<file path="config.mk">
export PLATFORM = sky130hd
export DESIGN_NAME = irc_line_tokenizer_flat
export DESIGN_NICKNAME = d
export VERILOG_FILES = /design/src/hdl/irc_pkg.sv /design/src/hdl/irc_rx_if.sv /design/src/hdl/irc_tx_if.sv /design/src/hdl/irc_front.sv /design/src/hdl/irc_fifo.sv /design/src/hdl/irc_back.sv /design/src/hdl/irc_line_tokenizer.sv /design/src/flat_wrapper.sv
export SDC_FILE = /design/constraint.sdc
export NUM_CORES = 1
export LEC_CHECK = 0
export BUFFER_PORTS_ARGS = -buffer_cell sky130_fd_sc_hd__buf_2
export CORE_MARGIN = 1.5
export CORE_UTILIZATION = 35
export DETAILED_ROUTE_END_ITERATION = 12
export SETUP_SLACK_MARGIN = 0.5
export SLEW_MARGIN = 20
export SYNTH_ARGS = -nofsm -noshare
export SYNTH_HDL_FRONTEND = slang
export SYNTH_SLANG_ARGS = --single-unit
</file>
<file path="constraint.sdc">
create_clock -name clk -period 4.25 [get_ports clk]
set_clock_uncertainty 0.05 [all_clocks]
set_input_delay 0.85 -clock clk [delete_from_list [all_inputs] [get_ports clk]]
set_output_delay 0.85 -clock clk [all_outputs]
set_load 0.02 [all_outputs]
</file>
<file path="src/hdl/irc_pkg.sv">
package irc_pkg;

	localparam int MAX_LINE_DEF = 510;
	localparam int QUEUE_DEPTH_DEF = 4;

	localparam logic [7:0] CHAR_SPACE = 8'h20;
	localparam logic [7:0] CHAR_COLON = 8'h3a;
	localparam logic [7:0] CHAR_LOWER_A = 8'h61;
	localparam logic [7:0] CHAR_LOWER_Z = 8'h7a;
	localparam logic [7:0] CASE_OFFSET = 8'h20;
	localparam logic [7:0] PARAM_MAX = 8'hff;

	localparam logic [2:0] KIND_PREFIX = 3'd0;
	localparam logic [2:0] KIND_COMMAND = 3'd1;
	localparam logic [2:0] KIND_PARAM = 3'd2;
	localparam logic [2:0] KIND_TRAIL = 3'd3;
	localparam logic [2:0] KIND_PREFIX_CMD = 3'd4;
	localparam logic [2:0] KIND_END = 3'd5;

	typedef struct packed {
		logic [2:0] kind;
		logic [7:0] out_byte;
		logic [7:0] upper_byte;
		logic       token_start;
		logic [7:0] param_index;
	} result_t;

	// one queue entry: an optional token result, then an optional end result
	typedef struct packed {
		logic    has_first;
		result_t first;
		logic    has_end;
	} entry_t;

	function automatic logic [7:0] to_upper(input logic [7:0] b);
		if (b >= CHAR_LOWER_A && b <= CHAR_LOWER_Z) begin
			return b - CASE_OFFSET;
		end
		return b;
	endfunction

endpackage

</file>
<file path="src/hdl/irc_rx_if.sv">
interface irc_rx_if;
	logic       valid;
	logic       ready;
	logic       has_byte;
	logic [7:0] char_byte;
	logic       end_of_line;

	modport source (output valid, has_byte, char_byte, end_of_line, input ready);
	modport sink (input valid, has_byte, char_byte, end_of_line, output ready);
endinterface

</file>
<file path="src/hdl/irc_tx_if.sv">
interface irc_tx_if;
	logic       valid;
	logic       ready;
	logic [2:0] kind;
	logic [7:0] out_byte;
	logic [7:0] upper_byte;
	logic       token_start;
	logic [7:0] param_index;
	logic       last;

	modport source (output valid, kind, out_byte, upper_byte, token_start, param_index, last,
		input ready);
	modport sink (input valid, kind, out_byte, upper_byte, token_start, param_index, last,
		output ready);
endinterface

</file>
<file path="src/hdl/irc_front.sv">
module irc_front #(
	parameter int MAX_LINE = irc_pkg::MAX_LINE_DEF
) (
	input  logic            clk,
	input  logic            arst_n,
	irc_rx_if.sink          rx,
	input  logic            full,
	output logic            push,
	output irc_pkg::entry_t push_data
);
	import irc_pkg::*;

	localparam int PW = $clog2(MAX_LINE + 1);

	typedef enum logic [2:0] {
		M_START,
		M_PREFIX,
		M_CMD_SKIP,
		M_CMD,
		M_PARAM_SKIP,
		M_PARAM,
		M_TRAIL
	} mode_t;

	mode_t         mode_q, mode_n;
	logic [PW-1:0] pos_q, pos_n;
	logic          space_q, space_n;
	logic [7:0]    pcount_q, pcount_n;
	logic          accept;
	logic          take;
	logic [7:0]    up;
	entry_t        ent;

	// a held space closes the current token
	function automatic mode_t resolve(input mode_t m, input logic sp);
		if (!sp) begin
			return m;
		end
		if (m == M_PREFIX) begin
			return M_CMD_SKIP;
		end
		if (m == M_CMD || m == M_PARAM) begin
			return M_PARAM_SKIP;
		end
		return m;
	endfunction

	assign rx.ready = !full;
	assign accept = rx.valid && !full;
	assign take = rx.has_byte && (pos_q < PW'(MAX_LINE));
	assign up = to_upper(rx.char_byte);

	always_comb begin
		mode_n = mode_q;
		pos_n = pos_q;
		space_n = space_q;
		pcount_n = pcount_q;
		ent = '0;
		if (take) begin
			pos_n = pos_q + 1'b1;
			if (mode_q == M_TRAIL) begin
				ent.has_first = 1'b1;
				ent.first = '{KIND_TRAIL, rx.char_byte, up, 1'b0, 8'd0};
			end else if (rx.char_byte == CHAR_SPACE) begin
				mode_n = (mode_q == M_START) ? M_CMD_SKIP : resolve(mode_q, space_q);
				space_n = 1'b1;
			end else if (space_q && rx.char_byte == CHAR_COLON) begin
				space_n = 1'b0;
				if (mode_q == M_PREFIX) begin
					ent.has_first = 1'b1;
					ent.first = '{KIND_PREFIX_CMD, 8'd0, 8'd0, 1'b0, 8'd0};
				end
				mode_n = M_TRAIL;
			end else begin
				mode_n = resolve(mode_q, space_q);
				space_n = 1'b0;
				unique case (mode_n)
					M_START: begin
						if (rx.char_byte == CHAR_COLON) begin
							mode_n = M_PREFIX;
						end else begin
							mode_n = M_CMD;
							ent.has_first = 1'b1;
							ent.first = '{KIND_COMMAND, up, up, 1'b1, 8'd0};
						end
					end
					M_PREFIX: begin
						// a prefix byte that ends the line is carried by the re-tag result
						if (!rx.end_of_line) begin
							ent.has_first = 1'b1;
							ent.first = '{KIND_PREFIX, rx.char_byte, up,
								pos_q == PW'(1), 8'd0};
						end
					end
					M_CMD_SKIP: begin
						mode_n = M_CMD;
						ent.has_first = 1'b1;
						ent.first = '{KIND_COMMAND, up, up, 1'b1, 8'd0};
					end
					M_CMD: begin
						ent.has_first = 1'b1;
						ent.first = '{KIND_COMMAND, up, up, 1'b0, 8'd0};
					end
					M_PARAM_SKIP: begin
						mode_n = M_PARAM;
						ent.has_first = 1'b1;
						ent.first = '{KIND_PARAM, rx.char_byte, up, 1'b1, pcount_q};
						if (pcount_q != PARAM_MAX) begin
							pcount_n = pcount_q + 8'd1;
						end
					end
					default: begin
						ent.has_first = 1'b1;
						ent.first = '{KIND_PARAM, rx.char_byte, up, 1'b0,
							(pcount_q == 8'd0) ? 8'd0 : pcount_q - 8'd1};
					end
				endcase
			end
		end
		if (rx.end_of_line) begin
			if (resolve(mode_n, space_n) == M_PREFIX) begin
				ent.has_first = 1'b1;
				if (take && mode_q == M_PREFIX && !space_q && rx.char_byte != CHAR_SPACE) begin
					ent.first = '{KIND_PREFIX_CMD, rx.char_byte, up, 1'b1, 8'd0};
				end else begin
					ent.first = '{KIND_PREFIX_CMD, 8'd0, 8'd0, 1'b0, 8'd0};
				end
			end
			ent.has_end = 1'b1;
			mode_n = M_START;
			pos_n = '0;
			space_n = 1'b0;
			pcount_n = 8'd0;
		end
	end

	assign push = accept && (ent.has_first || ent.has_end);
	assign push_data = ent;

	always_ff @(posedge clk or negedge arst_n) begin
		if (!arst_n) begin
			mode_q <= M_START;
			pos_q <= '0;
			space_q <= 1'b0;
			pcount_q <= 8'd0;
		end else if (accept) begin
			mode_q <= mode_n;
			pos_q <= pos_n;
			space_q <= space_n;
			pcount_q <= pcount_n;
		end
	end

	a_trail_no_space: assert property (@(posedge clk) disable iff (!arst_n)
		mode_q == M_TRAIL |-> !space_q)
		else $error("space held while in trailing text");

	a_pos_bound: assert property (@(posedge clk) disable iff (!arst_n)
		pos_q <= PW'(MAX_LINE))
		else $error("byte position past line limit");

endmodule

</file>
<file path="src/hdl/irc_fifo.sv">
module irc_fifo #(
	parameter int DEPTH = irc_pkg::QUEUE_DEPTH_DEF
) (
	input  logic            clk,
	input  logic            arst_n,
	input  logic            push,
	input  irc_pkg::entry_t push_data,
	output logic            full,
	input  logic            pop,
	output irc_pkg::entry_t head,
	output logic            empty
);
	import irc_pkg::*;

	localparam int AW = (DEPTH > 1) ? $clog2(DEPTH) : 1;
	localparam int CW = $clog2(DEPTH + 1);

	entry_t        mem_q [DEPTH];
	logic [AW-1:0] wr_q;
	logic [AW-1:0] rd_q;
	logic [CW-1:0] count_q;
	logic          do_push;
	logic          do_pop;

	assign full = (count_q == CW'(DEPTH));
	assign empty = (count_q == '0);
	assign head = mem_q[rd_q];
	assign do_push = push && !full;
	assign do_pop = pop && !empty;

	always_ff @(posedge clk) begin
		if (do_push) begin
			mem_q[wr_q] <= push_data;
		end
	end

	always_ff @(posedge clk or negedge arst_n) begin
		if (!arst_n) begin
			wr_q <= '0;
			rd_q <= '0;
			count_q <= '0;
		end else begin
			if (do_push) begin
				wr_q <= (wr_q == AW'(DEPTH - 1)) ? '0 : wr_q + 1'b1;
			end
			if (do_pop) begin
				rd_q <= (rd_q == AW'(DEPTH - 1)) ? '0 : rd_q + 1'b1;
			end
			if (do_push && !do_pop) begin
				count_q <= count_q + 1'b1;
			end else if (do_pop && !do_push) begin
				count_q <= count_q - 1'b1;
			end
		end
	end

	a_no_overflow: assert property (@(posedge clk) disable iff (!arst_n)
		full |-> !push)
		else $error("push into a full queue");

endmodule

</file>
<file path="src/hdl/irc_back.sv">
module irc_back (
	input  logic            clk,
	input  logic            arst_n,
	input  irc_pkg::entry_t head,
	input  logic            empty,
	output logic            pop,
	irc_tx_if.source        tx
);
	import irc_pkg::*;

	logic    out_valid_q;
	result_t res_q;
	logic    last_q;
	logic    phase_q, phase_n;
	logic    load;
	logic    emit;
	result_t res_n;
	logic    last_n;

	assign load = !out_valid_q || tx.ready;
	assign emit = load && !empty;

	// phase 0 sends the token result, phase 1 the end of message
	always_comb begin
		pop = 1'b0;
		phase_n = phase_q;
		res_n = '{KIND_END, 8'd0, 8'd0, 1'b0, 8'd0};
		last_n = 1'b1;
		if (emit) begin
			if (head.has_first && !phase_q) begin
				res_n = head.first;
				last_n = !head.has_end;
				if (head.has_end) begin
					phase_n = 1'b1;
				end else begin
					pop = 1'b1;
				end
			end else begin
				pop = 1'b1;
				phase_n = 1'b0;
			end
		end
	end

	always_ff @(posedge clk or negedge arst_n) begin
		if (!arst_n) begin
			out_valid_q <= 1'b0;
			phase_q <= 1'b0;
		end else begin
			if (load) begin
				out_valid_q <= !empty;
			end
			phase_q <= phase_n;
		end
	end

	always_ff @(posedge clk) begin
		if (emit) begin
			res_q <= res_n;
			last_q <= last_n;
		end
	end

	assign tx.valid = out_valid_q;
	assign tx.kind = res_q.kind;
	assign tx.out_byte = res_q.out_byte;
	assign tx.upper_byte = res_q.upper_byte;
	assign tx.token_start = res_q.token_start;
	assign tx.param_index = res_q.param_index;
	assign tx.last = last_q;

	a_pop_last: assert property (@(posedge clk) disable iff (!arst_n)
		pop |=> out_valid_q && last_q)
		else $error("entry retired without a closing beat");

	a_phase_head: assert property (@(posedge clk) disable iff (!arst_n)
		phase_q |-> !empty && head.has_end && head.has_first)
		else $error("end phase without a matching queue entry");

	a_end_kind: assert property (@(posedge clk) disable iff (!arst_n)
		emit && phase_q |=> res_q.kind == KIND_END)
		else $error("end phase emitted a token result");

endmodule

</file>
<file path="src/hdl/irc_line_tokenizer.sv">
// irc line tokenizer
// rx carries one item a beat: has_byte/char_byte is the next byte of a message line,
// end_of_line closes the line (with or without a byte). tx carries the tagged results:
// prefix, command, parameter and trailing bytes, the prefix-is-command marker and the
// end-of-message result; last marks the final result of one rx item.
// the front classifies every accepted item in the cycle it arrives and writes zero or
// one queue entry (a token result and/or an end result); the back pulls entries from
// the queue and presents one result per cycle while tx is ready, from an output register.
// a result is registered in the queue and then in the output register before it is valid on tx.
// throughput: one item per cycle while items give at most one result and tx is ready;
// an item that gives two results occupies the output for both of them, and the queue of
// QUEUE_DEPTH entries absorbs the difference.
// bytes beyond MAX_LINE in one line are dropped without a result.
// when tx stalls the output register holds, the queue fills, and rx.ready drops only
// once the queue is full.
// reset clears the parse state to line start, empties the queue and drops tx.valid.
module irc_line_tokenizer #(
	parameter int MAX_LINE = irc_pkg::MAX_LINE_DEF,
	parameter int QUEUE_DEPTH = irc_pkg::QUEUE_DEPTH_DEF
) (
	input  logic     clk,
	input  logic     arst_n,
	irc_rx_if.sink   rx,
	irc_tx_if.source tx
);
	import irc_pkg::*;

	logic   push;
	entry_t push_data;
	logic   full;
	logic   pop;
	entry_t head;
	logic   empty;

	irc_front #(
		.MAX_LINE(MAX_LINE)
	) u_front (
		.clk      (clk),
		.arst_n   (arst_n),
		.rx       (rx),
		.full     (full),
		.push     (push),
		.push_data(push_data)
	);

	irc_fifo #(
		.DEPTH(QUEUE_DEPTH)
	) u_fifo (
		.clk      (clk),
		.arst_n   (arst_n),
		.push     (push),
		.push_data(push_data),
		.full     (full),
		.pop      (pop),
		.head     (head),
		.empty    (empty)
	);

	irc_back u_back (
		.clk   (clk),
		.arst_n(arst_n),
		.head  (head),
		.empty (empty),
		.pop   (pop),
		.tx    (tx)
	);

endmodule
</file>
<file path="src/flat_wrapper.sv">
// flat-port wrapper written by rule: the top's interface ports become plain ports
module irc_line_tokenizer_flat import irc_pkg::*;
#(
	parameter int MAX_LINE = irc_pkg::MAX_LINE_DEF,
	parameter int QUEUE_DEPTH = irc_pkg::QUEUE_DEPTH_DEF
)
  (clk, arst_n, rx_valid, rx_has_byte, rx_char_byte, rx_end_of_line, rx_ready, tx_valid, tx_kind, tx_out_byte, tx_upper_byte, tx_token_start, tx_param_index, tx_last, tx_ready);
  irc_rx_if rx_i ();
  irc_tx_if tx_i ();
  input  logic clk;
  input  logic arst_n;
  input wire logic [$bits(rx_i.valid)-1:0] rx_valid;
  input wire logic [$bits(rx_i.has_byte)-1:0] rx_has_byte;
  input wire logic [$bits(rx_i.char_byte)-1:0] rx_char_byte;
  input wire logic [$bits(rx_i.end_of_line)-1:0] rx_end_of_line;
  output wire logic [$bits(rx_i.ready)-1:0] rx_ready;
  output wire logic [$bits(tx_i.valid)-1:0] tx_valid;
  output wire logic [$bits(tx_i.kind)-1:0] tx_kind;
  output wire logic [$bits(tx_i.out_byte)-1:0] tx_out_byte;
  output wire logic [$bits(tx_i.upper_byte)-1:0] tx_upper_byte;
  output wire logic [$bits(tx_i.token_start)-1:0] tx_token_start;
  output wire logic [$bits(tx_i.param_index)-1:0] tx_param_index;
  output wire logic [$bits(tx_i.last)-1:0] tx_last;
  input wire logic [$bits(tx_i.ready)-1:0] tx_ready;
  assign rx_i.valid = rx_valid;
  assign rx_i.has_byte = rx_has_byte;
  assign rx_i.char_byte = rx_char_byte;
  assign rx_i.end_of_line = rx_end_of_line;
  assign rx_ready = rx_i.ready;
  assign tx_valid = tx_i.valid;
  assign tx_kind = tx_i.kind;
  assign tx_out_byte = tx_i.out_byte;
  assign tx_upper_byte = tx_i.upper_byte;
  assign tx_token_start = tx_i.token_start;
  assign tx_param_index = tx_i.param_index;
  assign tx_last = tx_i.last;
  assign tx_i.ready = tx_ready;
  irc_line_tokenizer #(.MAX_LINE(MAX_LINE), .QUEUE_DEPTH(QUEUE_DEPTH)) u_core (.clk(clk), .arst_n(arst_n), .rx(rx_i), .tx(tx_i));
endmodule
</file>
==> flow_summary.yaml, run 1 <==
global_route:
  grt_pass1_vias: 4536
  antenna_found_initial: 0
  grt_pass1_wl_um: 25800
  overflow: 0
  grt_use_total_pct: 16.0
  grt_max_degree: 31
detailed_routing:
  wl_met2_um: 7730
  wl_met1_um: 7110
  vias: 4444
  wl_um: 16000
  wl_per_cell_um: 19.2
  wl_met3_um: 786
  vias_per_cell: 5.32
  dr.max_layer_used: "met4"
  firstDrtPassIters: 5
  drc: 0
  ant_nets: 0
  drt_iter0_markers: 375
clock_tree:
  cts_buffers: 17
  cts.clk_slew.worst_paths_ns: 0.06
  hold_buffers: 0
  ctsResizeCount: 0
  ctsHtreeMaxLevel: 4
  clockRootBuffer: "clkbuf_16"
  cts_setup_buffers: 0
  cts_tree: "yes"
  clk-insertion-delay-late_ns: 0.42
  clock_path_buffers: 2
  cts.sinks: 154
cells_and_area:
  synthToLayoutAreaGrowth_pct: 14.6
  drive_above_1_share_pct: 23.2
  fillers: 1862
  instances_no_fill: 835
  n_antenna_cell: 0
  layout.nets: 581
timing:
  fin_crit_sh_pct: 77.1
  rsz0062_at_grt: "false"
  finalHoldViolCount: 0
  min_period_ns: 3.28
  fmax_ghz: 0.305
  relSlewSlack_pct: 48.7
  tightest_slew_ns: 0.769
  setup_violations: 0
  tns_ns: 0
  finalMaxSlewViolations: 0
synthesis:
  synth_edf_count: 124
  syn_inst: 508
  syn_area_per_cell_um2: 14.1
  async_flop_share_pct: 19.5
  synth_commonest_cells: "edfxtp_1 (124), nor2_1 (38), dfrtp_1 (30)"
  synth.area.top_cells: "edfxtp_1 (52%), dfrtp_1 (11%), mux4_2 (7.9%)"
  yosysSeqAreaShare_pct: 62.7
  synth_largest_area_cell: "edfxtp_1"
  synth_nets: 536
  ys.flop_type: "edfxtp_1"
  synth_cell_types: 67
  synth-seq-cells: 154
  syn-cell-area_mm2: 0.00714
  yosysMostFrequentCell: "edfxtp_1"
  netlist.area_leader.share_pct: 52.2
  yosysWarnings: 0
setup_path:
  critPathMaxStageDelay_ns: 0.41
  cp-end-kind: "register"
  worst-path-buf-inv: 2
  path_cells: "buf_2 -> nor3_1 -> nand3_1 -> a31oi_1 -> a21bo_2 -> o2bb2ai_2 -> ha_1 -> inv_1 -> fa_1 -> mux2_2"
  cp_top_family: "compound AO/OA/AOI/OAI gates"
  critPathArrivalTime_ns: 3.54
  crit_path_start_kind: "primary input"
  crit_type: "in2reg"
  crit_path_max_fanout: 7
  crit_path_top_delay_cell: "nor3_1"
  critPathRequiredTime_ns: 4.51
power_and_ir_drop:
  p_int_mw: 3.54
  p_switching_mw: 1.75
  powerDensity_mw_per_mm2: 647
  clock_power_share_pct: 27.1
  combPwrFrac_pct: 30.6
  seqPwrFrac_pct: 42.3
  leakagePower_nw: 3.04
  ir_drop_mv: 0.202
  swShare_pct: 33.1
place:
  io_buffers: 44
  dp_hpwl_um: 10700
  dp.cells: 804
  globalplace.congestion: 0.888
hold_path:
  hp-class: "reg2reg"
flow_run:
  drv_cap: 0
run_status:
  status: "finished, final reports clean"
die:
  dieArea_mm2: 0.0213
  core_mm2: 0.0201
  floorplan.initialDensity_pct: 35.5
  die_y_um: 146
  rows: 52
  die_width_um: 146
  ios: 45
## final cells by class
type	instances	area (um^2)	share of cell area [%]
sequential	154	4470	54.7
clock buffer	17	425	5.20
multi-input combinational	303	2410	29.5
inverter	20	75.1	0.918
tap	270	338	4.13
clock inverter	14	136	1.67
timing repair buffer	57	318	3.89
## logic make-up after synthesis
kind of cell             share of synthesized area (%)
flip-flops                                        62.7
buffers and inverters                             3.59
AO/OA/AOI/OAI                                     9.15
adder cells (fa/ha/maj)                           2.56
multiplexers                                      8.80
XOR/XNOR                                          1.47
AND/OR/NAND/NOR                                   11.7
## worst paths after layout
path | cells after the start | endpoint | slack [ns] | startpoint
setup / recovery | 10 | u_core.u_fifo.count_q[1]$_DFFE_PN0P_ | 0.97 | rx_char_byte[1]
hold / removal | 1 | u_core.u_fifo.count_q[2]$_DFFE_PN0P_ | 0.45 | u_core.u_fifo.count_q[2]$_DFFE_PN0P_
setup reg to reg | 11 | u_core.u_fifo.count_q[2]$_DFFE_PN0P_ | 1.02 | u_core.u_front.space_q$_DFFE_PN0P_
hold reg to reg | 1 | u_core.u_fifo.count_q[2]$_DFFE_PN0P_ | 0.45 | u_core.u_fifo.count_q[2]$_DFFE_PN0P_
max in group asynchronous | 1 | u_core.u_front.mode_q[0]$_DFFE_PN0P_ | 3.21 | arst_n
min in group asynchronous | 1 | u_core.u_back.tx.valid$_DFFE_PN0N_ | 0.46 | arst_n
## metal layers
metal,GRT usage [%],vias up
met5,0,-
met4,7.14,0
met3,4.11,27
met2,25.7,125
met1,20.5,2233
li1,-,2059
## cells in the final DEF (no fill, tap or decap), drive strengths merged, types with 10 or more instances in the layout
cell / count
dfrtp: 30
nand3: 13
o21ai: 19
buf: 57
ha: 13
nor2: 38
nand4: 10
clkbuf: 17
inv: 25
nand2: 20
a21oi: 26
and3: 28
mux4: 25
edfxtp: 124
## worst reg2reg max path, cell delays in order, from the launching register on
cell,delay (ns)
dfrtp_1,0.65
or3_1,0.48
a22oi_1,0.19
a31oi_1,0.16
a21bo_2,0.29
o2bb2ai_2,0.21
ha_1,0.25
inv_1,0.06
fa_1,0.37
xor2_1,0.17
nor2_1,0.13
xor2_1,0.15
## metrics by stage
stage | worst slack, ns | power [mW] | area [um^2] | hold slack, ns | utilization [%]
after floorplan | 0.555 | 3.41 | 7140 | 0.407 | -
after global placement | 0.724 | 3.88 | 7620 | 0.430 | 37.9
after detailed placement | 0.597 | 3.93 | 7620 | 0.437 | 37.9
after CTS | 1.03 | 5.36 | 8180 | 0.452 | 40.7
after global routing | 0.747 | 5.58 | 8180 | 0.472 | 40.7
final | 0.971 | 5.29 | 8180 | 0.448 | 40.7
## registers in the layout (all words and copies together) (netlist names), 2 cells and up
signal / flops
u_core.u_fifo.mem_q: 100
u_core.u_front.pos_q: 9
u_core.u_back.tx.out_byte: 8
u_core.u_back.tx.param_index: 8
u_core.u_front.pcount_q: 8
u_core.u_back.tx.kind: 3
u_core.u_back.tx.upper_byte: 3
u_core.u_fifo.count_q: 3
u_core.u_front.mode_q: 3
u_core.u_fifo.rd_q: 2
u_core.u_fifo.wr_q: 2
## power by group through the flow
stage                     Sequential (mW)  Clock (mW)  Combinational (mW)
after floorplan                      2.37           0                1.04
after global placement               2.26           0                1.62
after detailed placement             2.27           0                1.65
after CTS                            2.24        1.46                1.66
after global routing                 2.28        1.53                1.78
final                                2.24        1.43                1.62
Note: power is estimated with default switching activity, not from simulation.
==> run 2: changes to the inputs <==
Clock period 4.25 ns to 3.2 ns, I/O delays scaled along.
==> run 2 against run 1 <==
  * Worst setup slack got worse by 0.41 ns
  * Routed wire length is 2.8% lower
  * Sequential cell count unchanged
  * Die area unchanged
  * Clock power is 38% higher
  * Clock-buffer cell count grew 1
  * Register-to-register slack worse by 0.43 ns
  * Sequential power increased by 32%
  * Non-clock buffer count up 17
  * Largest cell class unchanged
  * Highest routed layer unchanged
==> flow_summary.yaml, run 2 (synthesis gave the netlist of run 1 again) <==
run_status:
  status: "finished, final reports clean"
cells_and_area:
  layout.nets: 598
  drive_above_1_share_pct: 29.5
  n_antenna_cell: 0
  layout_common_cells: "edfxtp_1 (124), buf_2 (43), nor2_1 (36)"
  largest_reg_flops: 100
  multi_input_area_mm2: 0.00255
  regArea_mm2: 0.00448
  final_common_cell: "edfxtp_1"
  synthToLayoutAreaGrowth_pct: 18.8
  reg_top3: "u_core.u_fifo.mem_q: 100 flops, u_core.u_front.pos_q: 9 flops"
  top_register: "u_core.u_fifo.mem_q"
  fillers: 1828
global_route:
  top_usage_layer: "met2"
  grt_pass1_wl_um: 24900
  overflow: 0
  gr-usage-met3_pct: 3.39
  antenna_found_initial: 0
  grt_max_degree: 31
  grt_use_total_pct: 15.2
  grt_pass1_vias: 4685
  met1_usage_pct: 19.6
  use_met2_pct: 25.4
die:
  dieArea_mm2: 0.0213
  die_width_um: 146
  rows: 52
  core_mm2: 0.0201
  floorplan.initialDensity_pct: 35.5
  die_y_um: 146
  ios: 45
timing:
  tightest_slew_ns: 0.721
  min_period_ns: 2.64
  finalMaxSlewViolations: 0
  finalHoldViolCount: 0
  relSlewSlack_pct: 51.9
  whs_ns: 0.217
  fmax_ghz: 0.379
  fin_crit_sh_pct: 82.5
  rsz0062_at_grt: "true"
  setup_violations: 0
  tns_ns: 0
power_and_ir_drop:
  leakagePower_nw: 3.16
  swShare_pct: 33.1
  seqPwrFrac_pct: 41.2
  p_switching_mw: 2.38
  clock_power_share_pct: 27.6
  p_int_mw: 4.82
  combPwrFrac_pct: 31.3
  powerDensity_mw_per_mm2: 849
  ir_drop_mv: 0.334
detailed_routing:
  drt_iter0_markers: 298
  drc: 0
  vias: 4501
  wl_per_cell_um: 18.2
  ant_nets: 0
  wl_um: 15600
  vias_per_cell: 5.28
  firstDrtPassIters: 5
clock_tree:
  cts.clk_slew.worst_paths_ns: 0.07
  clk-insertion-delay-late_ns: 0.43
  cts_buffers: 17
  cts_tree: "yes"
  clockRootBuffer: "clkbuf_16"
  ctsHtreeMaxLevel: 4
  clock_path_buffers: 2
  cts.sinks: 154
setup_path:
  path_cells: "clkbuf_4 -> nor4bb_4 -> nand4_1 -> a31oi_2 -> a21bo_4 -> o2bb2ai_4 -> ha_4 -> inv_2 -> fa_2 -> mux2_2"
  critPathRequiredTime_ns: 3.46
  ff2ff_path_depth: 10
  crit_path_max_fanout: 7
  critPathMaxStageDelay_ns: 0.42
  crit_type: "in2reg"
  crit_path_start_kind: "primary input"
  critPathArrivalTime_ns: 2.90
  crit_path_top_delay_cell: "fa_2"
  cp-end-kind: "register"
flow_run:
  drv_cap: 0
hold_path:
  hp-class: "in2async"
place:
  io_buffers: 44
  globalplace.congestion: 0.873
  dp_hpwl_um: 10200
[run 2: worst max-delay path: cells and delay by family]
family	cells	cell delay, ns
AO/OA/AOI/OAI	3	0.71
adder cells (fa/ha/maj)	2	0.60
AND/OR/NAND/NOR	2	0.48
multiplexers	1	0.27
buffers and inverters	2	0.20
[run 2: per-stage QoR]
stage,util (%),std cells,cell area [um^2],power (mW),setup WS (ns)
2_1_floorplan,-,508,7190,4.57,0.429
3_3_place_gp,38.5,815,7750,5.16,0.114
3_5_place_dp,38.5,815,7750,5.22,0.0223
4_1_cts,41.6,849,8360,7.21,0.488
5_1_grt,42.2,853,8480,7.56,0.431
6_report,42.2,853,8480,7.20,0.561
[run 2: cell type report]
cell class | instances | area share [%]
Multi-Input combinational cell | 303 | 30.1
Timing Repair Buffer | 74 | 5.33
Tap cell | 270 | 3.98
Clock inverter | 14 | 1.84
Clock buffer | 18 | 5.06
Sequential cell | 154 | 52.8
Inverter | 20 | 0.885
[run 2: final timing paths]
path	start	slack, ns	end
max	rx_char_byte[5]	0.56	u_core.u_fifo.count_q[1]$_DFFE_PN0P_
min	arst_n	0.22	u_core.u_front.space_q$_DFFE_PN0P_
max reg2reg	u_core.u_front.space_q$_DFFE_PN0P_	0.59	u_core.u_fifo.count_q[1]$_DFFE_PN0P_
min reg2reg	u_core.u_fifo.count_q[2]$_DFFE_PN0P_	0.44	u_core.u_fifo.count_q[2]$_DFFE_PN0P_
max in group asynchronous	arst_n	2.38	u_core.u_front.mode_q[2]$_DFFE_PN0P_
min in group clk	tx_ready	0.35	u_core.u_back.tx.valid$_DFFE_PN0N_
[run 2: routing by layer]
layer  vias up  share of wire, %
li1       2095                 -
met2       113                48
met1      2276                46
met5         -                 0
met4         0               1.3
met3        17               4.2
[run 2: timing repair]
item                       CTS  global route
pin swaps                    1            12
setup endpoints to repair    4           147
resized for setup            2            25
setup buffers                2             4
hold buffers                 0             0
[run 2: power by group through the flow]
stage | Combinational [mW] | Clock (mW) | Sequential, mW
floorplan | 1.42 | 0 | 3.15
global placement | 2.17 | 0 | 2.99
detailed placement | 2.21 | 0 | 3.01
CTS | 2.22 | 2.02 | 2.97
global route | 2.45 | 2.10 | 3.01
finish | 2.25 | 1.98 | 2.96
==> run 3: changes to the inputs <==
Settings changed: ABC_AREA set to 1.
Clock period 3.2 ns to 2.4 ns, I/O delays scaled along.
==> run 3 against run 2 <==
  * Sequential share of layout area is 7.9 points lower
  * Synthesized cell count is 42% higher
  * Non-clock buffer count is 79 higher
  * Critical path depth is 2 higher
  * Combinational power is 110% higher
  * Design area is 18% higher
  * Die area is 1.4% higher
  * Clock power is 36% higher
  * Largest cell class unchanged
==> flow_summary.yaml, run 3 <==
run_status:
  status: "finished, final reports clean"
die:
  floorplan.initialDensity_pct: 35.8
  die_y_um: 147
  die_width_um: 147
  rows: 52
  dieArea_mm2: 0.0216
  core_mm2: 0.0202
  ios: 45
global_route:
  grt_max_degree: 40
  grt_pass1_vias: 5243
  grt_pass1_wl_um: 27200
  grt_use_total_pct: 16.4
  antenna_found_initial: 0
  overflow: 0
place:
  place_ws_ns: -0.268
  dpl_cell_area_mm2: 0.00850
  dp.cells: 1079
  io_buffers: 44
  globalplace.congestion: 0.924
  dp_hpwl_um: 11100
synthesis:
  yosysMostFrequentCell: "nor2_1"
  syn_area_per_cell_um2: 10.0
  synth_cell_types: 42
  syn_inst: 721
  async_flop_share_pct: 19.5
  synth.area.top_cells: "edfxtp_1 (51%), dfrtp_1 (10%), nor2_1 (7.1%)"
  synth_largest_area_cell: "edfxtp_1"
  synth_edf_count: 124
  syn-cell-area_mm2: 0.00724
  yosysSeqAreaShare_pct: 61.8
  synth-seq-cells: 154
  yosysWarnings: 0
  ys.flop_type: "edfxtp_1"
  netlist.area_leader.share_pct: 51.4
  synth_commonest_cells: "nor2_1 (137), edfxtp_1 (124), nand2_1 (91)"
  synth_nets: 749
detailed_routing:
  vias_per_cell: 4.94
  firstDrtPassIters: 5
  wl_met3_um: 712
  wl_met2_um: 9030
  ant_nets: 0
  dr.max_layer_used: "met4"
  wl_um: 17800
  wl_met1_um: 7670
  wl_per_cell_um: 15.5
  vias: 5668
  drc: 0
  drt_iter0_markers: 378
setup_path:
  cp_common_cell: "buf_6"
  critPathRequiredTime_ns: 2.51
  crit_path_start_kind: "register"
  crit_path_top_delay_cell: "dfrtp_2"
  crit_path_max_fanout: 7
  worst-path-buf-inv: 4
  crit_type: "reg2reg"
  cp_top_family: "simple AND/OR/NAND/NOR gates"
  cp.depth: 12
  cp-end-kind: "register"
  critPathMaxStageDelay_ns: 0.45
  critPathArrivalTime_ns: 2.50
  ff2ff_path_depth: 12
  path_cells: "buf_6 -> buf_6 -> buf_6 -> nand4_1 -> nand2_2 -> nand3_4 -> nand4_1 -> a21oi_2 -> buf_4 -> nand2_8 -> nand3_4 -> a21oi_4"
cells_and_area:
  stdcell_area_mm2: 0.00998
  top_register: "u_core.u_fifo.mem_q"
  reg_top3: "u_core.u_fifo.mem_q: 100 flops, u_core.u_front.pos_q: 9 flops"
  n_antenna_cell: 0
  post-route-util_pct: 49.3
  layout_common_cells: "edfxtp_1 (124), nor2_1 (121), buf_4 (76)"
  layout.nets: 893
  final_common_cell: "edfxtp_1"
  largest_reg_flops: 100
  instances_no_fill: 1148
  drive_above_1_share_pct: 35.1
  synthToLayoutAreaGrowth_pct: 37.8
timing:
  fin_crit_sh_pct: 99.6
  finalHoldViolCount: 0
  tns_ns: 0
  whs_ns: 0.0686
  setup_violations: 0
  rsz0062_at_grt: "true"
  finalMaxSlewViolations: 0
  tightest_slew_ns: 0.742
  layout_setup_ws_ns: 0.00983
  relSlewSlack_pct: 50.5
  min_period_ns: 2.39
  fmax_ghz: 0.418
hold_path:
  hp-class: "in2async"
clock_tree:
  cts.clk_slew.worst_paths_ns: 0.07
  cts_buffers: 17
  clockRootBuffer: "clkbuf_16"
  clock_path_buffers: 2
  clk-insertion-delay-late_ns: 0.43
  cts_tree: "yes"
  ctsHtreeMaxLevel: 4
  cts.sinks: 154
  hold_buffers: 0
power_and_ir_drop:
  p_total_mw: 11.4
  leakagePower_nw: 3.88
  powerDensity_mw_per_mm2: 1140
  ir_drop_mv: 0.582
flow_run:
  drv_cap: 0
-- run 3: per-layer routing --
layer,up-vias,global-route usage (%)
met3,35,3.23
met5,-,0
met4,0,6.16
met1,2707,20.5
li1,2778,-
met2,148,28.1
-- run 3: cell families after synthesis --
family | count (synthesis) | synth area share [%]
xor gates and xnor gates | 8 | 0.967
and+or+nand+nor | 298 | 17.8
buffers and inverters | 96 | 5.46
AOI/OAI and AO/OA | 151 | 11.5
DFF | 154 | 61.8
adders and majority gates | 14 | 2.52
-- run 3: repair_timing --
| action | CTS | global route |
|---|---|---|
| gates cloned | 1 | 1 |
| endpoints found under the setup margin | 207 | 230 |
| pin swaps | 26 | 32 |
| resized for setup | 60 | 80 |
| buffers inserted | 22 | 13 |
-- run 3: path summary, 6_finish.rpt --
path	from	endpoint	slack (ns)
max in group asynchronous	arst_n	u_core.u_front.mode_q[1]$_DFFE_PN0P_	1.72
worst max-delay path	u_core.u_front.mode_q[0]$_DFFE_PN0P_	u_core.u_fifo.mem_q[0][16]$_DFFE_PP_	0.01
min in group clk	rx_valid	u_core.u_front.mode_q[1]$_DFFE_PN0P_	0.46
worst min register to register	u_core.u_back.phase_q$_DFFE_PN0P_	u_core.u_back.phase_q$_DFFE_PN0P_	0.49
worst max register to register	u_core.u_front.mode_q[0]$_DFFE_PN0P_	u_core.u_fifo.mem_q[0][16]$_DFFE_PP_	0.01
worst min-delay path	arst_n	u_core.u_front.space_q$_DFFE_PN0P_	0.07
-- run 3: final cells by class --
type                       count  area (um^2)
clock buffer                  18          429
clock inverter                14          163
fill                        1785        10300
inverter                      67          312
multi-input combinational    472         3020
sequential                   154         4480
tap                          270          338
timing repair buffer         153         1240
-- run 3: report_power, final --
| part | internal, mW | leakage, nW | switching (mW) | total (mW) |
|---|---|---|---|---|
| Clock | 1.56 | 0.283 | 1.13 | 2.69 |
| Combinational | 1.81 | 2.04 | 2.96 | 4.77 |
| Sequential | 3.70 | 1.56 | 0.230 | 3.93 |
| Total | 7.07 | 3.88 | 4.32 | 11.4 |
